### src/hw/rtl/ufr_pkg.sv
// Shared types, register indexes and helpers for the UART frame receiver.
package ufr_pkg;

  localparam int unsigned CfgIndexWidth = 3;
  localparam int unsigned CfgDataWidth  = 8;
  localparam int unsigned WordWidth     = 8;
  localparam int unsigned FrameWidth    = 12;
  localparam int unsigned CountWidth    = 4;

  localparam logic [CfgIndexWidth-1:0] CFG_WORD_LEN_CODE = 3'd0;
  localparam logic [CfgIndexWidth-1:0] CFG_PARITY_EN     = 3'd1;
  localparam logic [CfgIndexWidth-1:0] CFG_EVEN_PARITY   = 3'd2;
  localparam logic [CfgIndexWidth-1:0] CFG_STICK_PARITY  = 3'd3;
  localparam logic [CfgIndexWidth-1:0] CFG_TWO_STOP_BITS = 3'd4;

  typedef struct packed {
    logic [1:0] word_length_code;
    logic       parity_enable;
    logic       even_parity;
    logic       stick_parity;
    logic       two_stop_bits;
  } cfg_t;

  // start + (5 + code) data + parity + (1 + two_stop) stop bits
  function automatic logic [CountWidth-1:0] frame_len(input cfg_t cfg);
    frame_len = 4'd7 + {2'b00, cfg.word_length_code} + {3'b000, cfg.parity_enable}
              + {3'b000, cfg.two_stop_bits};
  endfunction

endpackage

### src/hw/rtl/uart_frame_receiver.sv
// UART frame receiver top level: bit shifter, frame end detect and output register.
// The word of a good frame appears on the output in the cycle after its last bit is accepted.
// Throughput: one line bit per cycle while the input is not stalled; bit state and
// frame check are combinational between the bit registers and the output register.
// Input stalls only while a finished word is held and the output side stalls.
// Reset: asynchronous, active low; idle, counters and shifter cleared, registers to
// eight data bits, no parity, one stop bit.
module uart_frame_receiver import ufr_pkg::*; (
  input  logic                     clk_i,
  input  logic                     rst_ni,
  input  logic                     cfg_valid_i,
  output logic                     cfg_ready_o,
  input  logic [CfgIndexWidth-1:0] cfg_index_i,
  input  logic [CfgDataWidth-1:0]  cfg_data_i,
  input  logic                     in_valid_i,
  output logic                     in_stall_o,
  input  logic                     rx_bit_i,
  output logic                     out_valid_o,
  input  logic                     out_stall_i,
  output logic [WordWidth-1:0]     received_word_o
);

  cfg_t                  cfg_q;
  logic                  in_frame_q, in_frame_d;
  logic [CountWidth-1:0] bit_count_q, bit_count_d;
  logic [FrameWidth-1:0] frame_shift_q, frame_shift_d;
  logic                  out_valid_q, out_valid_d;
  logic [WordWidth-1:0]  word_q;

  logic                  in_accept;
  logic                  take_bit;
  logic [CountWidth-1:0] count_next;
  logic [FrameWidth-1:0] shift_next;
  logic                  frame_end;
  logic                  frame_good;
  logic [WordWidth-1:0]  frame_word;

  assign cfg_ready_o = 1'b1;

  always_ff @(posedge clk_i or negedge rst_ni) begin
    if (!rst_ni) begin
      cfg_q <= '{word_length_code: 2'd3, parity_enable: 1'b0, even_parity: 1'b0,
                 stick_parity: 1'b0, two_stop_bits: 1'b0};
    end else if (cfg_valid_i && cfg_ready_o) begin
      case (cfg_index_i)
        CFG_WORD_LEN_CODE: cfg_q.word_length_code <= cfg_data_i[1:0];
        CFG_PARITY_EN:     cfg_q.parity_enable    <= cfg_data_i[0];
        CFG_EVEN_PARITY:   cfg_q.even_parity      <= cfg_data_i[0];
        CFG_STICK_PARITY:  cfg_q.stick_parity     <= cfg_data_i[0];
        CFG_TWO_STOP_BITS: cfg_q.two_stop_bits    <= cfg_data_i[0];
        default: ;
      endcase
    end
  end

  assign in_stall_o = out_valid_q && out_stall_i;
  assign in_accept  = in_valid_i && !in_stall_o;
  assign take_bit   = in_frame_q || !rx_bit_i;
  assign count_next = bit_count_q + 4'd1;
  assign shift_next = {frame_shift_q[FrameWidth-2:0], rx_bit_i};
  assign frame_end  = take_bit && (count_next >= frame_len(cfg_q));

  ufr_frame_check u_check (
    .cfg_i   (cfg_q),
    .frame_i (shift_next),
    .good_o  (frame_good),
    .word_o  (frame_word)
  );

  always_comb begin
    in_frame_d    = in_frame_q;
    bit_count_d   = bit_count_q;
    frame_shift_d = frame_shift_q;
    if (in_accept && take_bit) begin
      if (frame_end) begin
        in_frame_d    = 1'b0;
        bit_count_d   = '0;
        frame_shift_d = '0;
      end else begin
        in_frame_d    = 1'b1;
        bit_count_d   = count_next;
        frame_shift_d = shift_next;
      end
    end
  end

  always_comb begin
    out_valid_d = out_valid_q;
    if (in_accept) begin
      out_valid_d = frame_end && frame_good;
    end else if (!out_stall_i) begin
      out_valid_d = 1'b0;
    end
  end

  always_ff @(posedge clk_i or negedge rst_ni) begin
    if (!rst_ni) begin
      in_frame_q    <= 1'b0;
      bit_count_q   <= '0;
      frame_shift_q <= '0;
      out_valid_q   <= 1'b0;
    end else begin
      in_frame_q    <= in_frame_d;
      bit_count_q   <= bit_count_d;
      frame_shift_q <= frame_shift_d;
      out_valid_q   <= out_valid_d;
    end
  end

  always_ff @(posedge clk_i) begin
    if (in_accept && frame_end && frame_good) begin
      word_q <= frame_word;
    end
  end

  assign out_valid_o     = out_valid_q;
  assign received_word_o = word_q;

endmodule

### src/hw/rtl/ufr_frame_check.sv
// Frame checker: extracts the data word and validates start, parity and stop bits.
module ufr_frame_check import ufr_pkg::*; (
  input  cfg_t                  cfg_i,
  input  logic [FrameWidth-1:0] frame_i,
  output logic                  good_o,
  output logic [WordWidth-1:0]  word_o
);

  logic [CountWidth-1:0] len;
  logic [CountWidth-1:0] wlen;
  logic [1:0]            stops;
  logic [1:0]            data_base;
  logic [FrameWidth-1:0] data_bits;
  logic                  start_ok;
  logic                  stop_ok;
  logic                  parity_ok;
  logic                  want_parity;

  assign len       = frame_len(cfg_i);
  assign wlen      = 4'd5 + {2'b00, cfg_i.word_length_code};
  assign stops     = 2'd1 + {1'b0, cfg_i.two_stop_bits};
  assign data_base = stops + {1'b0, cfg_i.parity_enable};
  assign data_bits = frame_i >> data_base;

  // first bit on the line sits highest in the frame; reverse into bit 0 upward
  always_comb begin : word_extract
    logic [CountWidth-1:0] idx;
    word_o = '0;
    idx    = '0;
    for (int i = 0; i < WordWidth; i++) begin
      idx = wlen - CountWidth'(i + 1);
      if (CountWidth'(i) < wlen) begin
        word_o[i] = data_bits[idx];
      end
    end
  end

  assign start_ok = ~frame_i[len - 4'd1];
  assign stop_ok  = cfg_i.two_stop_bits ? (frame_i[1:0] == 2'b11) : frame_i[0];

  always_comb begin
    if (cfg_i.stick_parity) begin
      want_parity = ~cfg_i.even_parity;
    end else if (cfg_i.even_parity) begin
      want_parity = ^word_o;
    end else begin
      want_parity = ~(^word_o);
    end
  end

  assign parity_ok = ~cfg_i.parity_enable || (frame_i[{2'b00, stops}] == want_parity);
  assign good_o    = start_ok && stop_ok && parity_ok;

endmodule

### config.mk
export PLATFORM = sky130hd
export DESIGN_NAME = uart_frame_receiver
export DESIGN_NICKNAME = d
export VERILOG_FILES = /design/src/hw/rtl/ufr_pkg.sv /design/src/hw/rtl/uart_frame_receiver.sv /design/src/hw/rtl/ufr_frame_check.sv
export SDC_FILE = /design/constraint.sdc
export NUM_CORES = 1
export LEC_CHECK = 0
export BUFFER_PORTS_ARGS = -buffer_cell sky130_fd_sc_hd__clkbuf_2
export CORE_UTILIZATION = 45
export CTS_BUF_LIST = sky130_fd_sc_hd__clkbuf_16
export DETAILED_ROUTE_END_ITERATION = 10
export GPL_ROUTABILITY_DRIVEN = 1
export PLACE_DENSITY = 0.65
export RECOVER_POWER = 50
export SYNTH_ARGS = -nofsm -noshare
export SYNTH_HDL_FRONTEND = slang
export SYNTH_SLANG_ARGS = --single-unit
### constraint.sdc
create_clock -name clk_i -period 6.59 [get_ports clk_i]
set_input_delay 0.659 -clock clk_i [delete_from_list [all_inputs] [get_ports clk_i]]
set_output_delay 0.659 -clock clk_i [all_outputs]
set_load 0.02 [all_outputs]
Yosys cells after proc, flatten, opt, wreduce, memory -nomap -nowiden
Cells that the tools add are included.
{ "op_classes": {"n_addsub": 16, "multipliers": 0, "div_mod_pow": 0, "magnitude_cmp": 19, "n_eq_ne": 7, "shifts": 1, "mux": 36, "bitwise": 4, "reduce_logical": 20} }
{ "op_table": {"columns": ["op", "count"], "rows": [
  ["less-than comparator 4 x 5 -> 1 bit, second input constant", 9],
  ["binary-select mux 1 bit (select 4 bit)", 9],
  ["two-way mux 1 bit", 24],
  ["less-than comparator 3 x 4 -> 1 bit, first input constant", 4],
  ["subtractor 4 x 3 -> 4 bit, second input constant", 4],
  ["right shift 12 x 2 -> 12 bit", 1],
  ["two-way mux 11 bit", 1],
  ["AND reduction 2 bit", 5],
  ["logical AND 1 bit", 9],
  ["adder 3 x 2 -> 4 bit, first input constant", 2],
  ["adder 4 x 1 -> 4 bit", 2],
  ["less-than comparator 1 x 4 -> 1 bit, first input constant", 2],
  ["less-than comparator 2 x 4 -> 1 bit, first input constant", 2],
  ["parity 8 bit", 1],
  ["subtractor 4 x 1 -> 4 bit, second input constant", 2],
  ["subtractor 4 x 2 -> 4 bit, second input constant", 2],
  ["== test 3 x 2 -> 1 bit, second input constant", 2],
  ["less-than comparator 2 x 5 -> 1 bit, second input constant", 1],
  ["adder 4 x 1 -> 4 bit, second input constant", 1],
  ["greater-or-equal comparator 4 bit", 1],
  ["two-way mux 4 bit", 1],
  ["inverter 1 bit", 4],
  ["subtractor 4 bit, second input constant", 1],
  ["== test 3 x 1 -> 1 bit, second input constant", 1],
  ["10 further kinds", 12]
]} }
{ "word_totals": {"register_bits": 31, "latch_bits": 0, "ramBits": 0, "romBits": 0, "inputBits": 17, "out_inout_bits": 11, "wordCells": 113, "mem_count": 0} }

Logic depth before layout (Yosys ltp)
Gate-level depths: netlist of the first run.
{ "logic_depth": {"ltp_word": 15, "mapped_depth": 18, "mapped_depth_nobuf": 15} }

Cells and area by module
Synthesis of the first run repeated with hierarchy kept, for this count alone.
{ "unflattened": {"cells_unflattened": 281, "hier_area_um2": 2881.5} }
{ "modules_own_cells": {"columns": ["module", "n_inst", "cells_per_inst", "area_each_um2", "seq_area_each_um2"], "rows": [
  ["uart_frame_receiver", 1, 129, 1465.2, 818.3],
  ["ufr_frame_check", 1, 152, 1416.4, 0.0]
]} }

Worst setup path after synthesis of the first run
No wires, ideal clock.
{ "synth_timing": {"path_type": "register to register", "start": "reg cfg_q[4] (netlist name)", "end": "reg word_q[0], in the netlist received_word_o[0], enable pin", "setup_time_ns": 0.370, "arrival_time_ns": 4.074, "t_required_ns": 6.220, "slack_ns": 2.146, "path_stages_with_launch": 17, "path_buffers": 3, "period_less_slack_ns": 4.444, "path_cell_list": "dfstp_2 > buf_6 > buf_4 > buf_1 > inv_2 > ha_1 > inv_1 > ha_1 > inv_1 > fa_1 > ha_1 > xnor2_1 > mux4_2 > mux2i_1 > o2111ai_1 > a31o_2 > nor2_1"} }
{ "synth_between": {"elab_chain_cells": 13, "word_cells_on_any_way": 60, "cone_classes": "13 x add/sub; 9 x order compare; 1 x eq/ne; 28 x mux; 2 x bitwise; 7 x reduce/logical"} }
{ "synth_lines": {"columns": ["element", "line_no", "rtl"], "rows": [
  ["start: declaration", "uart_frame_receiver.sv:23", "cfg_t cfg_q;"],
  ["start signal: assignment", "uart_frame_receiver.sv:42", "cfg_q <= '{word_length_code: 2'd3, parity_enable: 1'b0, even_parity: 1'b0,"],
  ["branches (longest 12 deep; another with adder 3 x 2 -> 4 bit)", null, null],
  ["logical AND 1 bit (*)", "uart_frame_receiver.sv:111", "if (in_accept && frame_end && frame_good) begin"],
  ["end signal: assignment", "uart_frame_receiver.sv:112", "word_q <= frame_word;"],
  ["end: declaration", "uart_frame_receiver.sv:28", "logic [WordWidth-1:0] word_q;"]
]} }
Every way passes the cells marked *. The select of a mux whose other input is x is not followed.
A chain may end at the register's enable or synchronous reset.

Worst setup path after layout of the first run
{ "layout_timing": {"start": "reg cfg_q[4] (netlist name)", "end": "reg word_q[7], in the netlist received_word_o[7], enable pin"} }
The elaborated chain is that of the path after synthesis.

==> results of run 1 <==
==> tightest hold or removal path: stages, from the launching register on <==
cell and delay [ns]:
dfrtp_1 0.36, nand2_1 0.05, o21ai_0 0.06
==> worst max-delay path by stage <==
stage | start | endpoint | slack [ns] | cells past startpoint
floorplan | cfg_q[4]$_DFFE_PN1P_ | received_word_o[0]$_DFFE_PP_ | 2.15 | 16
global placement | cfg_q[4]$_DFFE_PN1P_ | received_word_o[2]$_DFFE_PP_ | 1.68 | 13
detailed placement | cfg_q[4]$_DFFE_PN1P_ | received_word_o[4]$_DFFE_PP_ | 1.61 | 15
CTS | cfg_q[4]$_DFFE_PN1P_ | received_word_o[4]$_DFFE_PP_ | 1.58 | 13
global route | cfg_q[4]$_DFFE_PN1P_ | received_word_o[3]$_DFFE_PP_ | 1.26 | 15
finish | cfg_q[4]$_DFFE_PN1P_ | received_word_o[7]$_DFFE_PP_ | 1.62 | 13
==> cell families after synthesis <==
logic type | count (synthesis) | share of synthesized area
compound gates | 54 | 0.120
xor+xnor | 14 | 0.0470
fa+ha+maj | 18 | 0.0802
buf+inv | 40 | 0.0651
flops | 31 | 0.282
mux | 49 | 0.229
other cells | 1 | 0.00129
simple gates | 101 | 0.175
==> sequential cells by signal, indices dropped and copies added (netlist names) <==
name,cells
cfg_q,6
in_frame_q,1
out_valid_o,1
frame_shift_q,11
bit_count_q,4
received_word_o,8
==> layer usage <==
metal	vias to the layer above	track usage	wire, um	part of all wire
met5	-	0	0	0
met4	0	0.0632	47	0.0078
met3	6	0.0297	202	0.034
met2	36	0.324	2900	0.48
met1	1097	0.265	2850	0.48
li1	1110	-	-	-
==> area by class of cell <==
class,count,area [um2],area share
multi-input combinational,237,1890,0.612
sequential,31,818,0.264
clock buffer,5,125,0.0404
timing repair buffer,21,93.8,0.0303
tap,75,93.8,0.0303
inverter,14,52.6,0.0170
clock inverter,3,16.3,0.00526
==> cell usage after synthesis, types with 8 or more instances <==
| library cell | instances | area share |
|---|---|---|
| nand2b_1 | 8 | 0.017 |
| nand3_1 | 11 | 0.019 |
| nand2_1 | 41 | 0.053 |
| clkbuf_1 | 13 | 0.017 |
| edfxtp_1 | 8 | 0.083 |
| mux4_2 | 12 | 0.093 |
| nor3_1 | 8 | 0.014 |
| ha_1 | 17 | 0.073 |
| inv_1 | 12 | 0.016 |
| xnor2_1 | 8 | 0.024 |
| mux2i_1 | 26 | 0.090 |
| o21ai_0 | 23 | 0.040 |
| dfrtp_1 | 21 | 0.18 |
==> power groups by stage <==
| stage | clock [mW] | sequential [mW] | combinational [mW] |
|---|---|---|---|
| after global placement | 0 | 0.387 | 0.849 |
| after CTS | 0.226 | 0.389 | 0.869 |
| final | 0.219 | 0.388 | 0.864 |
| after floorplan | 0 | 0.310 | 0.781 |
| after detailed placement | 0 | 0.392 | 0.865 |
| after global routing | 0.233 | 0.403 | 0.960 |
==> out/results.txt, run 1 <==
Pin count of the biggest net entering global routing - 40
Clk sinks - 31
Crit path launch type - register
Hold Crit Start - bit_count_q[3]$_DFFE_PN0P_
Crit path largest cell delay - 1.08 ns
Hold-fix buffers at CTS - 0
Layout cell share with drive strength beyond 1 - 0.154
RSZ-0062 raised after global routing - no
Synthesized instance count - 308
Antenna violations before repair - 0
Max stage delay cell, worst path - dfstp_2
Final ANT Viol Nets - 0
Top cell family by delay on the critical path - adder cells
Root buf cell - clkbuf_16
Worst skew pair latency - 0.28 ns
Syn_nets - 343
Area of the core - 6060 um2
RR Endpoint - received_word_o[7]$_DFFE_PP_
Worst path arrival time - 4.87 ns
Router iterations before antenna repair - 4
Ports - 28
Post-synth EDFFs - 8
Placed insts - 378
Sequential Power Share - 0.264
Most frequent cells in the layout - nand2_1 (41), mux2i_1 (26), o21ai_0 (23)
Maximum vdd drop - 0.293 mV
Required time of the critical path - 6.49 ns
Critical R2R Launch - cfg_q[4]$_DFFE_PN1P_
Global Route Usage Sum - 0.197
Maxcap violations - 0
Hold Path Class - reg -> reg
Pint - 841 uW
Post-place setup slack - 1.61 ns
Final std cells w/o fill - 386
TritonCTS Buffers - 5
Clock skew - 0.00560 ns
Post-DP Area - 2970 um2
PnR worst setup slack - 1.62 ns
Main synth FF type - dfrtp_1
DRC Markers - 0
Starting DRT DRC Count - 181
Hold Crit Endpoint - bit_count_q[3]$_DFFE_PN0P_
Setup TNS after final layout - 0 ns
Number of fill cells - 571
DR WL/cell - 15.5 um
Final period util - 0.753
H-tree levels - 2
Total Power - 1.47 mW
PD cells - 475 nW/um2
Gpl congestion - 0.769
Post-synth cell types - 59
Max-slew violations - 0
Die Wd - 82.3 um
Die ar. - 6770 um2
Initial core utilization - 0.479
Final WL - 6000 um
Hold Violations, Final - 0
IO buf count - 20
Sequential area share after synthesis - 0.282
Final setup violation count - 0
Final min period - 4.97 ns
Clock Path Buffers - 2
Rows - 28
# Post-CTS Setup Buffers - 0
Transition time of the tightest slew-check pin - 1.23 ns
Hold Crit Depth - 2
CTS tree - yes
Vias per cell - 5.83
Reg2reg setup slack - 1.62 ns
Synthesized flop and latch total - 31
Die Y - 82.3 um
Rel. slew slack - 0.181
Fmax - 201 MHz
Gr ovfl total - 0
Crit path max fanout - 39
Area grow syn2layout - 6.64%
Cell area after synthesis - 2900 um2
Fin nets - 345
CP most frequent cell - ha_1
CP endpoint kind - register
Antenna cells - 0
Most common cell after layout, fill and taps aside - nand2_1
Clk pwr share - 0.149
Switch share - 0.428
Vias - 2249
First-pass GRT wire length - 10000 um
Hold slack final - 0.509 ns
Status - finished, final reports clean
HPWL Detailed - 4200 um
CP Cell Sequence - inv_2 -> ha_1 -> inv_1 -> ha_1 -> inv_1 -> fa_1 -> ha_1 -> xnor2_1 -> mux4_2 -> mux2i_1 -> o2111ai_1 -> a31o_2 -> nor2_1
Post-layout util - 0.511
Worst r2r path cells - 13
LEAKAGE - 1.27 nW
Yosys warnings - 0
Comb pwr share - 0.587
Async SR Flop Fraction - 0.742
Mean Syn Cell Area - 9.42 um2
Crit Path Class - reg -> reg
Critical path buffers and inverters - 3
Vias in the first global route - 2044
Number of gates resized after CTS - 0
Clock-pin slew on the worst setup and hold paths - 0.05 ns
Switching pwr - 630 uW
Fin area - 3090 um2
Power figures use the tool's default switching activity.
==> inputs of run 2 (changes only) <==
==> constraint.sdc (replaced) <==
create_clock -name clk_i -period 4.7 [get_ports clk_i]
set_input_delay 0.47 -clock clk_i [delete_from_list [all_inputs] [get_ports clk_i]]
set_output_delay 0.47 -clock clk_i [all_outputs]
set_load 0.02 [all_outputs]
==> out/results.txt, run 2 (synthesis results as in run 1) <==
IO buf count - 20 (unchanged)
PD cells - 663 nW/um2 (was 475 nW/um2)
Critical path buffers and inverters - 2 (was 3)
Max FFs per register - 11 (unchanged)
Die Wd - 82.3 um (unchanged)
Final period util - 0.842 (was 0.753)
Final std cells w/o fill - 391 (was 386)
Fmax - 253 MHz (was 201 MHz)
Root buf cell - clkbuf_16 (unchanged)
Crit Path Class - reg -> reg (unchanged)
RR Endpoint - received_word_o[0]$_DFFE_PP_ (was received_word_o[7]$_DFFE_PP_)
# Post-CTS Setup Buffers - 0 (unchanged)
CTS tree - yes (unchanged)
HPWL Detailed - 4450 um (was 4200 um)
Clock Path Buffers - 2 (unchanged)
CP Cell Sequence - inv_1 -> ha_1 -> mux4_2 -> o22a_1 -> o31ai_2 -> a211oi_2 -> xnor2_1 -> xnor2_1 -> xnor3_1 -> mux2i_1 -> nor2_1 -> buf_4 (was inv_2 -> ha_1 -> inv_1 -> ha_1 -> inv_1 -> fa_1 -> ha_1 -> xnor2_1 -> mux4_2 -> mux2i_1 -> o2111ai_1 -> a31o_2 -> nor2_1)
CP endpoint kind - register (unchanged)
Layout cell share with drive strength beyond 1 - 0.165 (was 0.154)
Ports - 28 (unchanged)
Clock-pin slew on the worst setup and hold paths - 0.05 ns (about the same)
Gpl congestion - 0.773 (was 0.769)
Pint - 1.19 mW (was 841 uW)
Rows - 28 (unchanged)
TritonCTS Buffers - 5 (unchanged)
Placed insts - 383 (was 378)
Initial core utilization - 0.479 (unchanged)
Die ar. - 6770 um2 (unchanged)
Switching pwr - 888 uW (was 630 uW)
Pin count of the biggest net entering global routing - 39 (was 40)
Clock skew - 0.00257 ns (was 0.00560 ns)
Post-layout util - 0.516 (was 0.511)
Clk pwr share - 0.144 (was 0.149)
Antenna cells - 0 (unchanged)
Area grow syn2layout - 7.81% (was 6.64%)
Final WL - 6160 um (was 6000 um)
DR WL/cell - 15.8 um (was 15.5 um)
Crit path max fanout - 18 (was 39)
Levels on crit path - 12 (was 13)
Hold-fix buffers at CTS - 0 (unchanged)
Top cell family by delay on the critical path - XOR/XNOR gates (was adder cells)
Sequential Power Share - 0.250 (was 0.264)
Transition time of the tightest slew-check pin - 1.26 ns (was 1.23 ns)
CP most frequent cell - xnor2_1 (was ha_1)
H-tree levels - 2 (unchanged)
Vias - 2270 (was 2249)
Vias in the first global route - 2035 (was 2044)
Largest Register - frame_shift_q (unchanged)
Rel. slew slack - 0.158 (was 0.181)
RSZ-0062 raised after global routing - no (unchanged)
Worst setup endpoint - received_word_o[0]$_DFFE_PP_ (was received_word_o[7]$_DFFE_PP_)
Status - finished, final reports clean (unchanged)
Most frequent cells in the layout - nand2_1 (41), mux2i_1 (26), o21ai_0 (23) (unchanged)
Comb pwr share - 0.606 (was 0.587)
Required time of the critical path - 4.68 ns (was 6.49 ns)
Critical R2R Launch - cfg_q[5]$_DFFE_PN1P_ (was cfg_q[4]$_DFFE_PN1P_)
Global Route Usage Sum - 0.197 (about the same)
Setup TNS after final layout - 0 ns (unchanged)
Final min period - 3.96 ns (was 4.97 ns)
Fin nets - 350 (was 345)
Gr ovfl total - 0 (unchanged)
Maximum vdd drop - 0.431 mV (was 0.293 mV)
Area of the core - 6060 um2 (unchanged)
Crit path largest cell delay - 0.72 ns (was 1.08 ns)
Hold Violations, Final - 0 (unchanged)
Worst r2r path cells - 12 (was 13)
Final ANT Viol Nets - 0 (unchanged)
Vias per cell - 5.81 (was 5.83)
Hold Path Class - in -> reg (was reg -> reg)
LEAKAGE - 1.30 nW (was 1.27 nW)
Switch share - 0.428 (about the same)
Antenna violations before repair - 0 (unchanged)
Final setup violation count - 0 (unchanged)
Clk sinks - 31 (unchanged)
Worst skew pair latency - 0.27 ns (was 0.28 ns)
First-pass GRT wire length - 9920 um (was 10000 um)
Most common cell after layout, fill and taps aside - nand2_1 (unchanged)
Max-slew violations - 0 (unchanged)
Crit path launch type - register (unchanged)
DRC Markers - 0 (unchanged)
Number of gates resized after CTS - 0 (unchanged)
Worst path arrival time - 3.94 ns (was 4.87 ns)
Router iterations before antenna repair - 4 (unchanged)
Maxcap violations - 0 (unchanged)
CP startpoint - cfg_q[5]$_DFFE_PN1P_ (was cfg_q[4]$_DFFE_PN1P_)
Max stage delay cell, worst path - ha_1 (was dfstp_2)
Die Y - 82.3 um (unchanged)
Starting DRT DRC Count - 219 (was 181)
Reg2reg setup slack - 0.74 ns (was 1.62 ns)
==> run 2: worst min path at each step <==
stage / startpoint / to / slack, ns / depth (start not counted)
6_report: in_valid_i / in_frame_q$_DFFE_PN0P_ / 0.42 / 2
3_3_place_gp: rst_ni / bit_count_q[2]$_DFFE_PN0P_ / 0.49 / 1
4_1_cts: rst_ni / in_frame_q$_DFFE_PN0P_ / 0.21 / 1
5_1_grt: in_valid_i / in_frame_q$_DFFE_PN0P_ / 0.43 / 2
3_5_place_dp: rst_ni / bit_count_q[3]$_DFFE_PN0P_ / 0.50 / 1
2_1_floorplan: rst_ni / bit_count_q[0]$_DFFE_PN0P_ / 0.17 / 0
==> run 2: final cells by class <==
class                      instances  area (um2)
clock buffer                       5         125
fill                             569        2930
multi-input combinational        237        1890
timing repair buffer              26         131
sequential                        31         818
inverter                          14        52.6
tap                               75        93.8
clock inverter                     3        12.5
==> run 2: power by group through the flow <==
| stage | Combinational (mW) | Sequential [mW] | Clock (mW) |
|---|---|---|---|
| finish | 1.26 | 0.519 | 0.298 |
| detailed placement | 1.25 | 0.523 | 0 |
| floorplan | 1.09 | 0.435 | 0 |
| global placement | 1.23 | 0.518 | 0 |
| global route | 1.38 | 0.537 | 0.317 |
| CTS | 1.26 | 0.518 | 0.304 |
==> run 2: metal layers <==
layer  vias to the layer above  share of wire  track usage
met2                        42           0.49        0.326
met5                         -              0            0
met3                         7          0.029       0.0407
li1                       1126              -            -
met4                         0          0.012       0.0561
met1                      1095           0.47        0.259
==> run 2: worst register-to-register path, delay by kind of cell, from the launching register on <==
kind            cells  cell delay, ns
compound gates      3            0.44
xor+xnor            3            0.82
fa+ha+maj           1            0.72
buf+inv             2            0.36
flops               1            0.64
mux                 2            0.56
simple gates        1            0.11
==> run 2: stage by stage <==
| step | worst slack, ns | total power [mW] | cell area [um2] | hold slack [ns] |
|---|---|---|---|---|
| 2_1_floorplan | 0.256 | 1.53 | 2900 | 0.174 |
| 3_3_place_gp | 0.823 | 1.74 | 3000 | 0.489 |
| 5_1_grt | 0.536 | 2.24 | 3130 | 0.434 |
| 6_report | 0.741 | 2.08 | 3130 | 0.421 |
| 3_5_place_dp | 0.790 | 1.78 | 3000 | 0.503 |
| 4_1_cts | 0.773 | 2.08 | 3140 | 0.212 |
